==> config.mk <==
export PLATFORM = sky130hd
export DESIGN_NAME = positional_circular_list
export DESIGN_NICKNAME = d
export VERILOG_FILES = /design/src/design/plc_pkg.sv /design/src/design/plc_ram.sv /design/src/design/plc_ctrl.sv /design/src/design/positional_circular_list.sv
export SDC_FILE = /design/constraint.sdc
export NUM_CORES = 1
export LEC_CHECK = 0
export BUFFER_PORTS_ARGS = -buffer_cell sky130_fd_sc_hd__buf_2
export CAP_MARGIN = 10
export CORE_MARGIN = 2
export CORE_UTILIZATION = 35
export DETAILED_ROUTE_END_ITERATION = 6
export GPL_ROUTABILITY_DRIVEN = 1
export HOLD_SLACK_MARGIN = 0.03
export PLACE_DENSITY = 0.56
export SLEW_MARGIN = 20
export SYNTH_ARGS = -nofsm -noshare
export SYNTH_HDL_FRONTEND = slang
export SYNTH_SLANG_ARGS = --single-unit
==> constraint.sdc <==
create_clock -name clk -period 5.1 [get_ports clk]
set_input_delay 1.02 -clock clk [delete_from_list [all_inputs] [get_ports clk]]
set_output_delay 1.02 -clock clk [all_outputs]
set_load 0.005 [all_outputs]
==> src/design/plc_pkg.sv <==
// ---------------------------------------------------------------------------
// plc_pkg
// Types, codes and sizes shared by the positional list modules.
// ---------------------------------------------------------------------------
package plc_pkg;

  localparam int CAPACITY = 16;
  localparam int IDX_W    = $clog2(CAPACITY);
  localparam int CNT_W    = $clog2(CAPACITY + 1);
  localparam int LEN_W    = 5;
  localparam int POS_W    = 5;
  localparam int DATA_W   = 32;
  localparam int CMP_W    = ((CNT_W > POS_W) ? CNT_W : POS_W) + 1;

  localparam logic [2:0] OP_INS_FRONT = 3'd0;
  localparam logic [2:0] OP_INS_BACK  = 3'd1;
  localparam logic [2:0] OP_INS_AT    = 3'd2;
  localparam logic [2:0] OP_DEL_FRONT = 3'd3;
  localparam logic [2:0] OP_DEL_BACK  = 3'd4;
  localparam logic [2:0] OP_DEL_AT    = 3'd5;
  localparam logic [2:0] OP_DISPLAY   = 3'd6;

  localparam logic [1:0] ST_OK     = 2'd0;
  localparam logic [1:0] ST_BADPOS = 2'd1;
  localparam logic [1:0] ST_EMPTY  = 2'd2;
  localparam logic [1:0] ST_FULL   = 2'd3;

  typedef struct packed {
    logic [2:0]              op;
    logic signed [DATA_W-1:0] value;
    logic [POS_W-1:0]        position;
  } in_item_t;

  typedef struct packed {
    logic [1:0]              status;
    logic signed [DATA_W-1:0] element;
    logic [LEN_W-1:0]        length;
    logic                    last;
  } out_item_t;

  typedef struct packed {
    logic              wr_en;
    logic [IDX_W-1:0]  wr_addr;
    logic [DATA_W-1:0] wr_data;
    logic              rd_en;
    logic [IDX_W-1:0]  rd_addr;
  } mem_req_t;

  function automatic logic [LEN_W-1:0] len_of(input logic [CNT_W-1:0] c);
    logic [CMP_W-1:0] w;
    w = CMP_W'(c);
    return w[LEN_W-1:0];
  endfunction

endpackage

==> src/design/plc_ram.sv <==
// ---------------------------------------------------------------------------
// plc_ram
// Generic single-write, single-read RAM with a registered read port.
// ---------------------------------------------------------------------------
module plc_ram #(
  parameter int WIDTH = 32,
  parameter int DEPTH = 16
) (
  input  logic                     clk,
  input  logic                     wr_en,
  input  logic [$clog2(DEPTH)-1:0] wr_addr,
  input  logic [WIDTH-1:0]         wr_data,
  input  logic                     rd_en,
  input  logic [$clog2(DEPTH)-1:0] rd_addr,
  output logic [WIDTH-1:0]         rd_data
);

  logic [WIDTH-1:0] mem [DEPTH];

  always_ff @(posedge clk) begin
    if (wr_en) begin
      mem[wr_addr] <= wr_data;
    end
    if (rd_en) begin
      rd_data <= mem[rd_addr];
    end
  end

endmodule

==> src/design/plc_ctrl.sv <==
// ---------------------------------------------------------------------------
// plc_ctrl
// Operation sequencer: decodes each operation, moves entries through the
// RAM one per cycle and drives the registered result channel.
// ---------------------------------------------------------------------------
module plc_ctrl import plc_pkg::*; (
  input  logic              clk,
  input  logic              rst_n,
  input  logic              in_valid,
  output logic              in_stall,
  input  in_item_t          in_data,
  output logic              out_valid,
  input  logic              out_stall,
  output out_item_t         out_data,
  output mem_req_t          mem_req,
  input  logic [DATA_W-1:0] rd_data
);

  localparam logic [2:0] S_IDLE  = 3'd0;
  localparam logic [2:0] S_SHIFT = 3'd1;
  localparam logic [2:0] S_DRAIN = 3'd2;
  localparam logic [2:0] S_PUT   = 3'd3;
  localparam logic [2:0] S_RESP  = 3'd4;
  localparam logic [2:0] S_DISP  = 3'd5;

  logic [2:0]        state_r, state_nxt;
  logic [CNT_W-1:0]  count_r, count_nxt;
  logic [IDX_W-1:0]  ptr_r, ptr_nxt;
  logic [IDX_W-1:0]  end_r, end_nxt;
  logic [IDX_W-1:0]  idx_r, idx_nxt;
  logic [IDX_W-1:0]  wa_r, wa_nxt;
  logic              ins_r, ins_nxt;
  logic              rv_r, rv_nxt;
  logic [DATA_W-1:0] value_r, value_nxt;
  logic [1:0]        status_r, status_nxt;
  logic              out_valid_r, out_valid_nxt;
  out_item_t         out_r, out_nxt;

  logic              in_take;
  logic              out_free;
  logic              is_full;
  logic              is_empty;
  logic              ins_pos_ok;
  logic              del_pos_ok;
  logic [CMP_W-1:0]  cnt_x;
  logic [CMP_W-1:0]  pos_x;
  logic [CMP_W-1:0]  pos_m1;
  logic [CNT_W-1:0]  cnt_m1;
  logic [IDX_W-1:0]  pos_idx;
  logic [IDX_W-1:0]  cnt_idx;
  logic [IDX_W-1:0]  last_idx;
  logic [IDX_W-1:0]  sel_idx;

  assign in_stall  = (state_r != S_IDLE);
  assign in_take   = in_valid && !in_stall;
  assign out_free  = !out_valid_r || !out_stall;
  assign out_valid = out_valid_r;
  assign out_data  = out_r;

  assign cnt_x      = CMP_W'(count_r);
  assign pos_x      = CMP_W'(in_data.position);
  assign pos_m1     = pos_x - CMP_W'(1);
  assign cnt_m1     = count_r - CNT_W'(1);
  assign pos_idx    = pos_m1[IDX_W-1:0];
  assign cnt_idx    = count_r[IDX_W-1:0];
  assign last_idx   = cnt_m1[IDX_W-1:0];
  assign is_full    = (count_r >= CNT_W'(CAPACITY));
  assign is_empty   = (count_r == '0);
  assign ins_pos_ok = (pos_x != '0) && (pos_x <= cnt_x + CMP_W'(1));
  assign del_pos_ok = (pos_x != '0) && (pos_x <= cnt_x);

  always_comb begin
    state_nxt     = state_r;
    count_nxt     = count_r;
    ptr_nxt       = ptr_r;
    end_nxt       = end_r;
    idx_nxt       = idx_r;
    wa_nxt        = wa_r;
    ins_nxt       = ins_r;
    rv_nxt        = 1'b0;
    value_nxt     = value_r;
    status_nxt    = status_r;
    out_valid_nxt = out_valid_r && out_stall;
    out_nxt       = out_r;
    mem_req       = '0;
    sel_idx       = '0;

    case (state_r)
      S_IDLE: begin
        if (in_take) begin
          value_nxt  = in_data.value;
          status_nxt = ST_OK;
          case (in_data.op)
            OP_INS_FRONT, OP_INS_BACK, OP_INS_AT: begin
              if (is_full) begin
                status_nxt = ST_FULL;
                state_nxt  = S_RESP;
              end else if ((in_data.op == OP_INS_AT) && !ins_pos_ok) begin
                status_nxt = ST_BADPOS;
                state_nxt  = S_RESP;
              end else begin
                if (in_data.op == OP_INS_FRONT) begin
                  sel_idx = '0;
                end else if (in_data.op == OP_INS_BACK) begin
                  sel_idx = cnt_idx;
                end else begin
                  sel_idx = pos_idx;
                end
                count_nxt = count_r + CNT_W'(1);
                idx_nxt   = sel_idx;
                ins_nxt   = 1'b1;
                ptr_nxt   = cnt_idx - IDX_W'(1);
                end_nxt   = sel_idx;
                state_nxt = (sel_idx == cnt_idx) ? S_PUT : S_SHIFT;
              end
            end
            OP_DEL_FRONT, OP_DEL_BACK, OP_DEL_AT: begin
              if (is_empty) begin
                status_nxt = ST_EMPTY;
                state_nxt  = S_RESP;
              end else if ((in_data.op == OP_DEL_AT) && !del_pos_ok) begin
                status_nxt = ST_BADPOS;
                state_nxt  = S_RESP;
              end else begin
                if (in_data.op == OP_DEL_FRONT) begin
                  sel_idx = '0;
                end else if (in_data.op == OP_DEL_BACK) begin
                  sel_idx = last_idx;
                end else begin
                  sel_idx = pos_idx;
                end
                count_nxt = cnt_m1;
                idx_nxt   = sel_idx;
                ins_nxt   = 1'b0;
                ptr_nxt   = sel_idx + IDX_W'(1);
                end_nxt   = last_idx;
                state_nxt = (sel_idx == last_idx) ? S_RESP : S_SHIFT;
              end
            end
            OP_DISPLAY: begin
              if (is_empty) begin
                status_nxt = ST_EMPTY;
                state_nxt  = S_RESP;
              end else begin
                mem_req.rd_en   = 1'b1;
                mem_req.rd_addr = '0;
                ptr_nxt         = '0;
                end_nxt         = last_idx;
                state_nxt       = S_DISP;
              end
            end
            default: begin
              state_nxt = S_RESP;
            end
          endcase
        end
      end
      S_SHIFT: begin
        mem_req.rd_en   = 1'b1;
        mem_req.rd_addr = ptr_r;
        mem_req.wr_en   = rv_r;
        mem_req.wr_addr = wa_r;
        mem_req.wr_data = rd_data;
        rv_nxt          = 1'b1;
        wa_nxt          = ins_r ? (ptr_r + IDX_W'(1)) : (ptr_r - IDX_W'(1));
        if (ptr_r == end_r) begin
          state_nxt = S_DRAIN;
        end else begin
          ptr_nxt = ins_r ? (ptr_r - IDX_W'(1)) : (ptr_r + IDX_W'(1));
        end
      end
      S_DRAIN: begin
        mem_req.wr_en   = rv_r;
        mem_req.wr_addr = wa_r;
        mem_req.wr_data = rd_data;
        state_nxt       = ins_r ? S_PUT : S_RESP;
      end
      S_PUT: begin
        mem_req.wr_en   = 1'b1;
        mem_req.wr_addr = idx_r;
        mem_req.wr_data = value_r;
        state_nxt       = S_RESP;
      end
      S_RESP: begin
        if (out_free) begin
          out_valid_nxt   = 1'b1;
          out_nxt.status  = status_r;
          out_nxt.element = '0;
          out_nxt.length  = len_of(count_r);
          out_nxt.last    = 1'b1;
          state_nxt       = S_IDLE;
        end
      end
      S_DISP: begin
        if (out_free) begin
          out_valid_nxt   = 1'b1;
          out_nxt.status  = ST_OK;
          out_nxt.element = $signed(rd_data);
          out_nxt.length  = len_of(count_r);
          out_nxt.last    = (ptr_r == end_r);
          if (ptr_r == end_r) begin
            state_nxt = S_IDLE;
          end else begin
            mem_req.rd_en   = 1'b1;
            mem_req.rd_addr = ptr_r + IDX_W'(1);
            ptr_nxt         = ptr_r + IDX_W'(1);
          end
        end
      end
      default: begin
        state_nxt = S_IDLE;
      end
    endcase
  end

  always_ff @(posedge clk) begin
    if (!rst_n) begin
      state_r     <= S_IDLE;
      count_r     <= '0;
      rv_r        <= 1'b0;
      out_valid_r <= 1'b0;
    end else begin
      state_r     <= state_nxt;
      count_r     <= count_nxt;
      rv_r        <= rv_nxt;
      out_valid_r <= out_valid_nxt;
    end
  end

  always_ff @(posedge clk) begin
    ptr_r    <= ptr_nxt;
    end_r    <= end_nxt;
    idx_r    <= idx_nxt;
    wa_r     <= wa_nxt;
    ins_r    <= ins_nxt;
    value_r  <= value_nxt;
    status_r <= status_nxt;
    out_r    <= out_nxt;
  end

endmodule

==> src/design/positional_circular_list.sv <==
// ---------------------------------------------------------------------------
// positional_circular_list
// Bounded ordered list of signed 32-bit values held in a single RAM.
// ---------------------------------------------------------------------------
// Each transfer on the input channel is one list operation; the block takes
// one operation at a time and holds in_stall high until its results are
// queued. An operation that writes no entry (every error case, an unused
// opcode and a delete at the tail) goes straight to the response state, and
// an insert that shifts nothing writes its value in the put state first.
// Inserts and deletes that shift entries move them through the shift and
// drain states; an insert then writes its value in the put state, before
// the response. Display of n entries reads the first entry, then delivers
// one result per cycle when the output is not stalled. The single RAM
// reads one entry and writes one entry per cycle. The RAM needs no clearing
// after reset; only entries below the current length are read.
module positional_circular_list import plc_pkg::*; (
  input  logic      clk,
  input  logic      rst_n,
  input  logic      in_valid,
  output logic      in_stall,
  input  in_item_t  in_data,
  output logic      out_valid,
  input  logic      out_stall,
  output out_item_t out_data
);

  mem_req_t          mem_req;
  logic [DATA_W-1:0] rd_data;

  plc_ctrl u_ctrl (
    .clk       (clk),
    .rst_n     (rst_n),
    .in_valid  (in_valid),
    .in_stall  (in_stall),
    .in_data   (in_data),
    .out_valid (out_valid),
    .out_stall (out_stall),
    .out_data  (out_data),
    .mem_req   (mem_req),
    .rd_data   (rd_data)
  );

  plc_ram #(
    .WIDTH (DATA_W),
    .DEPTH (CAPACITY)
  ) u_ram (
    .clk     (clk),
    .wr_en   (mem_req.wr_en),
    .wr_addr (mem_req.wr_addr),
    .wr_data (mem_req.wr_data),
    .rd_en   (mem_req.rd_en),
    .rd_addr (mem_req.rd_addr),
    .rd_data (rd_data)
  );

endmodule

==> out/metrics.cfg, run 1 <==
[outcome]
status = finished, final reports clean

[synthesis]
synth_largest_area_cell = edfxtp_1
synth_edf_count = 635
synthArstFlopShare = 0
synth.most_common_cell = edfxtp_1
ys.flop_type = edfxtp_1
ys_seq_area_frac = 0.7228
syn_inst = 2026
avgSynthCellArea_um2 = 13.16
synth_top_family_by_area = simple AND/OR/NAND/NOR gates
synthSimpleGateAreaFrac = 0.1552
synthMuxAreaShare = 0.01427
synth_area_leaders = edfxtp_1 72%, nand2_1 6.4%, nand3_1 5.6%
netlist_top_cells_count = 635 x edfxtp_1, 451 x nand2_1, 297 x nand3_1, 61 x a21oi_1, 61 x clkbuf_1
synth.distinct_cells = 77
ys_ff_latch = 645
synthAdderAreaFrac = 0.008354
syn-num-nets = 2087
synth-compound-area-share = 0.06313
ys_warn_count = 0
synth-xor-area-share = 0.008542
syn_area_um2 = 26660
synth_top_area_share = 0.7153

[grt]
grt_max_degree = 99
track_usage = 0.1767
grt_overflow_total = 0
first_global_vias = 16789
antenna_found_initial = 1
grt_pass1_wl_um = 104900

[setup_path]
r2r_end = u_ram.mem[4][15]
crit_start = u_ctrl.state_r[0]
critical_path_arrival_ps = 3940
crit_end = u_ram.mem[4][15]
crit_type = reg2reg
critPathBufInv = 2
regToRegSetupSlack_ps = 1390
worst-endpoint-required_ps = 5330
slowest_stage = a21oi_4
r2r_cells = 8
cp_common_cell = buf_4
crit_chain = nand2b_1, a21oi_4, buf_4, a22oi_1, nor2_1, nand2_1, nor2_4, buf_4
reg2reg_from = u_ctrl.state_r[0]
endpoint_kind = register
cpPeakStageDelay_ps = 630
path_max_fanout = 24
cp_num_cells = 8
critPathTopFamily = simple AND/OR/NAND/NOR gates
start_kind = register

[finish]
drive_above_1_share = 0.1261
antennaDiodeCount = 0
area_delta_synth_final_pct = 14.97
regArea_um2 = 19270
multiInputGateArea_um2 = 6850
fillers = 7008
nNetsFinal = 2161
fin_util = 0.4049

[routing]
drt-total-wl_um = 69430
detail_route.wl_per_cell_um = 22.15
route.detailed.drc = 0
viasPerCell = 5.360
num_vias = 16803
dr.pass1.iters = 6
first_iter_violations = 1354
postRouteAntennaNets = 0

[placement]
dpl.hpwl_um = 39910
place.gp.congestion = 0.8126
io_buffers = 85

[sta]
fmaxAchievable_mhz = 269.5
finalCritPeriodShare = 0.7276
clock_skew_ps = 23.11
setup_viol = 0
finalHoldViolCount = 0
fin_tns_setup_ps = 0
worstMarginPinSlew_ps = 1018
period_minus_slack_ps = 3711
rsz0062_at_grt = false
slew_violations = 0
slew_headroom = 0.3212

[pwr]
ir_worst_vdd_uv = 237.2
power_density_nw_per_um2 = 441.9
leakagePower_nw = 10.70

[floorplanning]
ios = 86
die_y_um = 280.0
die_width_um = 280.0
dieArea_um2 = 78390
start_util = 0.3522
fp.coreArea_um2 = 75700
rows = 101

[cts]
cts_resized = 0
cts_max_level = 3
cts_hold_buf = 0
clkSinkCount = 645
clk_pin_slew_ps = 60
cts_tree = yes
numCtsBuffers = 71
cts_max_path_buffers = 3
cts_setup_buffers = 0
root_buffer = clkbuf_16
clkLatencyLatePin_ps = 610

[hold_path]
hold_path.class = reg2reg

[run]
drv_cap = 0

[worst reg2reg max path, cell delays in order, from the launching register on]
cell and delay [ps]:
dfxtp_1 490, nand2b_1 280, a21oi_4 640, buf_4 390, a22oi_1 140, nor2_1 170, nand2_1 250, nor2_4 390
buf_4 570
[layout by cell type (no fill, tap or decap), types with 3 or more instances in the layout]
master / netlist / routed
a211oi_1: 3 / 3
nand4_1: 36 / 36
nor2_4: 0 / 18
o22ai_1: 7 / 7
o21ai_1: 4 / 3
a221o_1: 32 / 32
clkbuf_1: 61 / 20
mux2i_1: 38 / 38
a31oi_1: 3 / 3
buf_12: 0 / 11
clkbuf_16: 0 / 75
buf_4: 16 / 36
ha_1: 17 / 17
nor3_1: 12 / 12
buf_2: 35 / 85
clkinv_2: 0 / 12
o21a_1: 3 / 3
nand3_1: 297 / 297
clkinv_4: 0 / 4
edfxtp_1: 635 / 635
o21ai_0: 30 / 30
nor2_1: 48 / 30
nand2_1: 451 / 449
a21o_1: 3 / 3
a21oi_1: 61 / 60
xnor2_1: 18 / 18
clkinv_1: 3 / 13
nor2b_1: 11 / 11
nand2b_1: 5 / 5
a221oi_1: 5 / 5
inv_1: 20 / 19
a22o_1: 34 / 34
o31ai_1: 6 / 6
xor2_1: 8 / 8
bufinv_16: 0 / 6
a22oi_1: 4 / 4
and2_1: 37 / 36
dfxtp_1: 10 / 10
[metrics by stage]
step,setup slack (ps),hold slack [ps],std cells,cell area [um2],power (mW)
CTS,1417,527.8,3135,30650,13.66
detailed placement,1207,513.5,3005,28350,8.598
finish,1389,522.9,3135,30650,13.54
global route,1205,546.6,3135,30650,14.09
floorplan,1636,402.9,2026,26660,7.847
global placement,1189,522.3,3004,28330,8.569
[metal layers]
metal  GRT usage  up-vias  part of all wire
met5           0        -           0.00019
met4     0.05677        2             0.028
met3     0.02848      122             0.057
met2      0.2866      567              0.48
met1      0.2431     8425              0.44
li1            -     7687                 -
[cells by family after synthesis]
logic type / after synthesis
simple gates: 917
flops: 645
compound gates: 227
buf+inv: 155
mux: 38
xor+xnor: 26
fa+ha+maj: 18
[final cells by class]
| cell class | instances | share of cell area |
|---|---|---|
| multi-input combinational | 1226 | 0.2235 |
| timing repair buffer | 132 | 0.02988 |
| inverter | 24 | 0.002939 |
| clock buffer | 95 | 0.06368 |
| clock inverter | 35 | 0.01139 |
| sequential | 645 | 0.6287 |
| tap | 978 | 0.03992 |
[power breakdown]
part | leakage, nW | internal [mW] | total (mW) | switching, mW
clock network | 1.13 | 3.01 | 5.06 | 2.05
registers | 6.06 | 6.29 | 6.43 | 0.136
logic | 3.52 | 0.590 | 2.06 | 1.46
total | 10.7 | 9.89 | 13.5 | 3.65
[registers in the layout (all words and copies together), names as in the netlist]
signal / flops
u_ctrl.rv_r: 1
u_ctrl.out_data: 40
u_ctrl.wa_r: 4
u_ctrl.idx_r: 4
u_ctrl.end_r: 4
u_ctrl.out_valid: 1
u_ctrl.count_r: 5
u_ctrl.ins_r: 1
u_ram.mem: 512
u_ctrl.status_r: 2
u_ram.rd_data: 32
u_ctrl.state_r: 3
u_ctrl.ptr_r: 4
u_ctrl.value_r: 32
[how the worst min path moves through the flow]
stage,from,to,depth (start not counted)
floorplan,u_ctrl.count_r[3],u_ctrl.out_data[4],0
global route,u_ctrl.status_r[0],u_ctrl.out_data[38],1
global placement,u_ctrl.status_r[1],u_ctrl.out_data[39],1
detailed placement,u_ctrl.status_r[1],u_ctrl.out_data[39],1
CTS,u_ctrl.status_r[1],u_ctrl.out_data[39],1
finish,u_ctrl.status_r[1],u_ctrl.out_data[39],1
No activity file was read; power rests on OpenSTA's default activity.
==> inputs of run 2 (changes only) <==
--- a/config.mk
+++ b/config.mk
@@ -12,7 +12,7 @@
 export DETAILED_ROUTE_END_ITERATION = 6
 export GPL_ROUTABILITY_DRIVEN = 1
 export HOLD_SLACK_MARGIN = 0.03
-export PLACE_DENSITY = 0.56
+export PLACE_DENSITY = 0.58
 export SLEW_MARGIN = 20
 export SYNTH_ARGS = -nofsm -noshare
 export SYNTH_HDL_FRONTEND = slang
==> constraint.sdc (replaced) <==
create_clock -name clk -period 3.1 [get_ports clk]
set_input_delay 0.62 -clock clk [delete_from_list [all_inputs] [get_ports clk]]
set_output_delay 0.62 -clock clk [all_outputs]
set_load 0.005 [all_outputs]
==> run 2 against run 1 <==
Wire length grew 0.43%. Core utilization grew 0.99 points. Maximum frequency grew 25%. Critical endpoint is now u_ctrl.idx_r[2]. Highest routed layer is now met4. Flip-flop and latch count is the same. Critical path depth grew 3. Via count grew 0.93%. Cell area grew 2.4%. Combinational power grew 75%. Register-to-register slack lost 1200 ps.
==> out/metrics.cfg, run 2 (synthesis gave the netlist of run 1 again) <==
[sta]
slew_violations = 0  ; unchanged
worstMarginPinSlew_ps = 774.8  ; was 1018 ps
setup_viol = 0  ; unchanged
fmaxAchievable_mhz = 338.1  ; was 269.5 MHz
finalHoldViolCount = 0  ; unchanged
hold_ws_ps = 176.6  ; was 522.9 ps
period_minus_slack_ps = 2958  ; was 3711 ps
finalCritPeriodShare = 0.9541  ; was 0.7276
slew_headroom = 0.4815  ; was 0.3212
clock_skew_ps = 46.52  ; was 23.11 ps

[floorplanning]
dieArea_um2 = 78390  ; unchanged
rows = 101  ; unchanged
fp.coreArea_um2 = 75700  ; unchanged
ios = 86  ; unchanged
die_width_um = 280.0  ; unchanged
die_y_um = 280.0  ; unchanged
start_util = 0.3522  ; unchanged

[routing]
viasPerCell = 5.313  ; was 5.360
first_iter_violations = 1388  ; was 1354
dr.pass1.iters = 5  ; was 6
postRouteAntennaNets = 0  ; unchanged
route.detailed.drc = 0  ; unchanged
detail_route.wl_per_cell_um = 21.84  ; was 22.15 um
drt-total-wl_um = 69730  ; was 69430 um
num_vias = 16960  ; was 16803

[placement]
place.gp.congestion = 0.8477  ; was 0.8126
io_buffers = 85  ; unchanged
placed_cells_incl_taps = 3060  ; was 3005
dpl.hpwl_um = 38940  ; was 39910 um

[finish]
area_delta_synth_final_pct = 17.78  ; was 14.97%
fin_util = 0.4148  ; was 0.4049
largest-register = u_ram.mem  ; unchanged
antennaDiodeCount = 0  ; unchanged
largest_reg_flops = 512  ; unchanged
stdcell_count = 3192  ; was 3135
nNetsFinal = 2219  ; was 2161
layout_common_cells = 635 x edfxtp_1, 449 x nand2_1, 297 x nand3_1, 85 x buf_2, 70 x clkbuf_16  ; was 635 x edfxtp_1, 449 x nand2_1, 297 x nand3_1, 85 x buf_2, 75 x clkbuf_16
drive_above_1_share = 0.1518  ; was 0.1261
layout.cells.most_common = edfxtp_1  ; unchanged

[setup_path]
path_max_fanout = 8  ; was 24
cpPeakStageDelay_ps = 440  ; was 630 ps
crit_chain = ha_2, nand3_1, xnor2_2, ha_1, and3_1, and3_1, a211o_1, a21o_1, nand4_1, clkinvlp_4, buf_12  ; was nand2b_1, a21oi_4, buf_4, a22oi_1, nor2_1, nand2_1, nor2_4, buf_4
endpoint_kind = register  ; unchanged
critical_path_arrival_ps = 3310  ; was 3940 ps
start_kind = register  ; unchanged
cp_common_cell = and3_1  ; was buf_4
worst-endpoint-required_ps = 3460  ; was 5330 ps
slowest_stage = dfxtp_1  ; was a21oi_4
crit_type = reg2reg  ; unchanged

[grt]
grt_max_degree = 70  ; was 99
grt_pass1_wl_um = 104600  ; was 104900 um
antenna_found_initial = 0  ; was 1
grt_overflow_total = 0  ; unchanged
track_usage = 0.1774  ; was 0.1767
first_global_vias = 16532  ; was 16789

[cts]
numCtsBuffers = 70  ; was 71
cts_max_path_buffers = 3  ; unchanged
clk_pin_slew_ps = 60  ; about the same
cts_hold_buf = 0  ; unchanged
clkSinkCount = 645  ; unchanged
cts_max_level = 3  ; unchanged
root_buffer = clkbuf_16  ; unchanged
clkLatencyLatePin_ps = 630  ; was 610 ps
cts_tree = yes  ; unchanged

[run]
drv_cap = 0  ; unchanged

[pwr]
clockPowerShare = 0.365  ; was 0.374
pwr-share-seq = 0.473  ; was 0.475
power_density_nw_per_um2 = 710.1  ; was 441.9 nW/um2
ir_worst_vdd_uv = 425.0  ; was 237.2 uV
leakagePower_nw = 11.07  ; was 10.70 nW
switching_share = 0.2739  ; was 0.2698
internal_power_mw = 16.19  ; was 9.890 mW
p_sw_mw = 6.106  ; was 3.654 mW
comb_power_share = 0.162  ; was 0.152

[outcome]
status = finished, final reports clean  ; unchanged

[hold_path]
hold_path.class = in2reg  ; was reg2reg

[run 2: changes by cell type in the layout (fill, tap and decap cells not counted), moves of 2 or more]
cell        change
clkinv_4        -3
clkinv_16       +2
clkbuf_1        -3
inv_16          +2
buf_12         +26
clkbuf_16       -5
inv_6           +2
buf_4          +33
clkinvlp_4      +2
[run 2: power by group through the flow]
stage	registers (mW)	logic [mW]	clock network, mW
after floorplan	10.6	2.28	0
after global placement	10.7	3.55	0
after detailed placement	10.7	3.62	0
after CTS	10.5	3.63	8.32
after global routing	10.6	3.99	8.65
final	10.5	3.61	8.15
[run 2: repair_timing]
item	4_1_cts	5_1_grt
endpoints found under the setup margin	1	14
gates cloned	0	0
hold endpoints to repair	0	0
pin swaps	0	2
buffers inserted	0	4
gates resized for setup	1	4
[run 2: worst max-delay path: cells and delay by family, from the launching register on]
family                     cells  cell delay, ps
and+or+nand+nor                4             670
adders and majority gates      2             540
AOI/OAI and AO/OA              2             470
DFF                            1             440
buffers and inverters          2             420
xor gates and xnor gates       1             170
[run 2: stage by stage]
stage	instance area, um2	setup TNS [ps]	power [mW]	setup WS, ps
3_5_place_dp	29080	0	14.33	11.48
6_report	31400	0	22.30	142.1
2_1_floorplan	26680	-102180	12.92	-323.3
5_1_grt	31400	-318.0	23.21	-39.62
4_1_cts	31340	0	22.50	55.49
3_3_place_gp	29080	0	14.26	178.7
[run 2: path summary, 6_finish.rpt]
| check | startpoint | endpoint | slack (ps) | cells past startpoint |
|---|---|---|---|---|
| hold reg to reg | u_ctrl.status_r[0] | u_ctrl.out_data[38] | 530 | 1 |
| hold / removal | in_data[34] | u_ctrl.value_r[29] | 180 | 1 |
| setup reg to reg | u_ctrl.count_r[0] | u_ctrl.idx_r[2] | 140 | 11 |
| setup / recovery | u_ctrl.count_r[0] | u_ctrl.idx_r[2] | 140 | 11 |
[run 2: final cells by class]
cell class,instances,area (um2)
clock buffer,88,1829
clock inverter,40,426.7
fill,6916,44300
inverter,24,93.84
multi-input combinational,1226,6873
sequential,645,19270
tap,978,1224
timing repair buffer,191,1684
[run 2: metal layers]
layer,vias to the layer above,GRT usage,routed length (um)
met2,548,0.2871,32880
met4,0,0.05114,1457
met3,97,0.02415,4164
li1,7802,-,-
met5,-,0,0
met1,8513,0.2497,31230
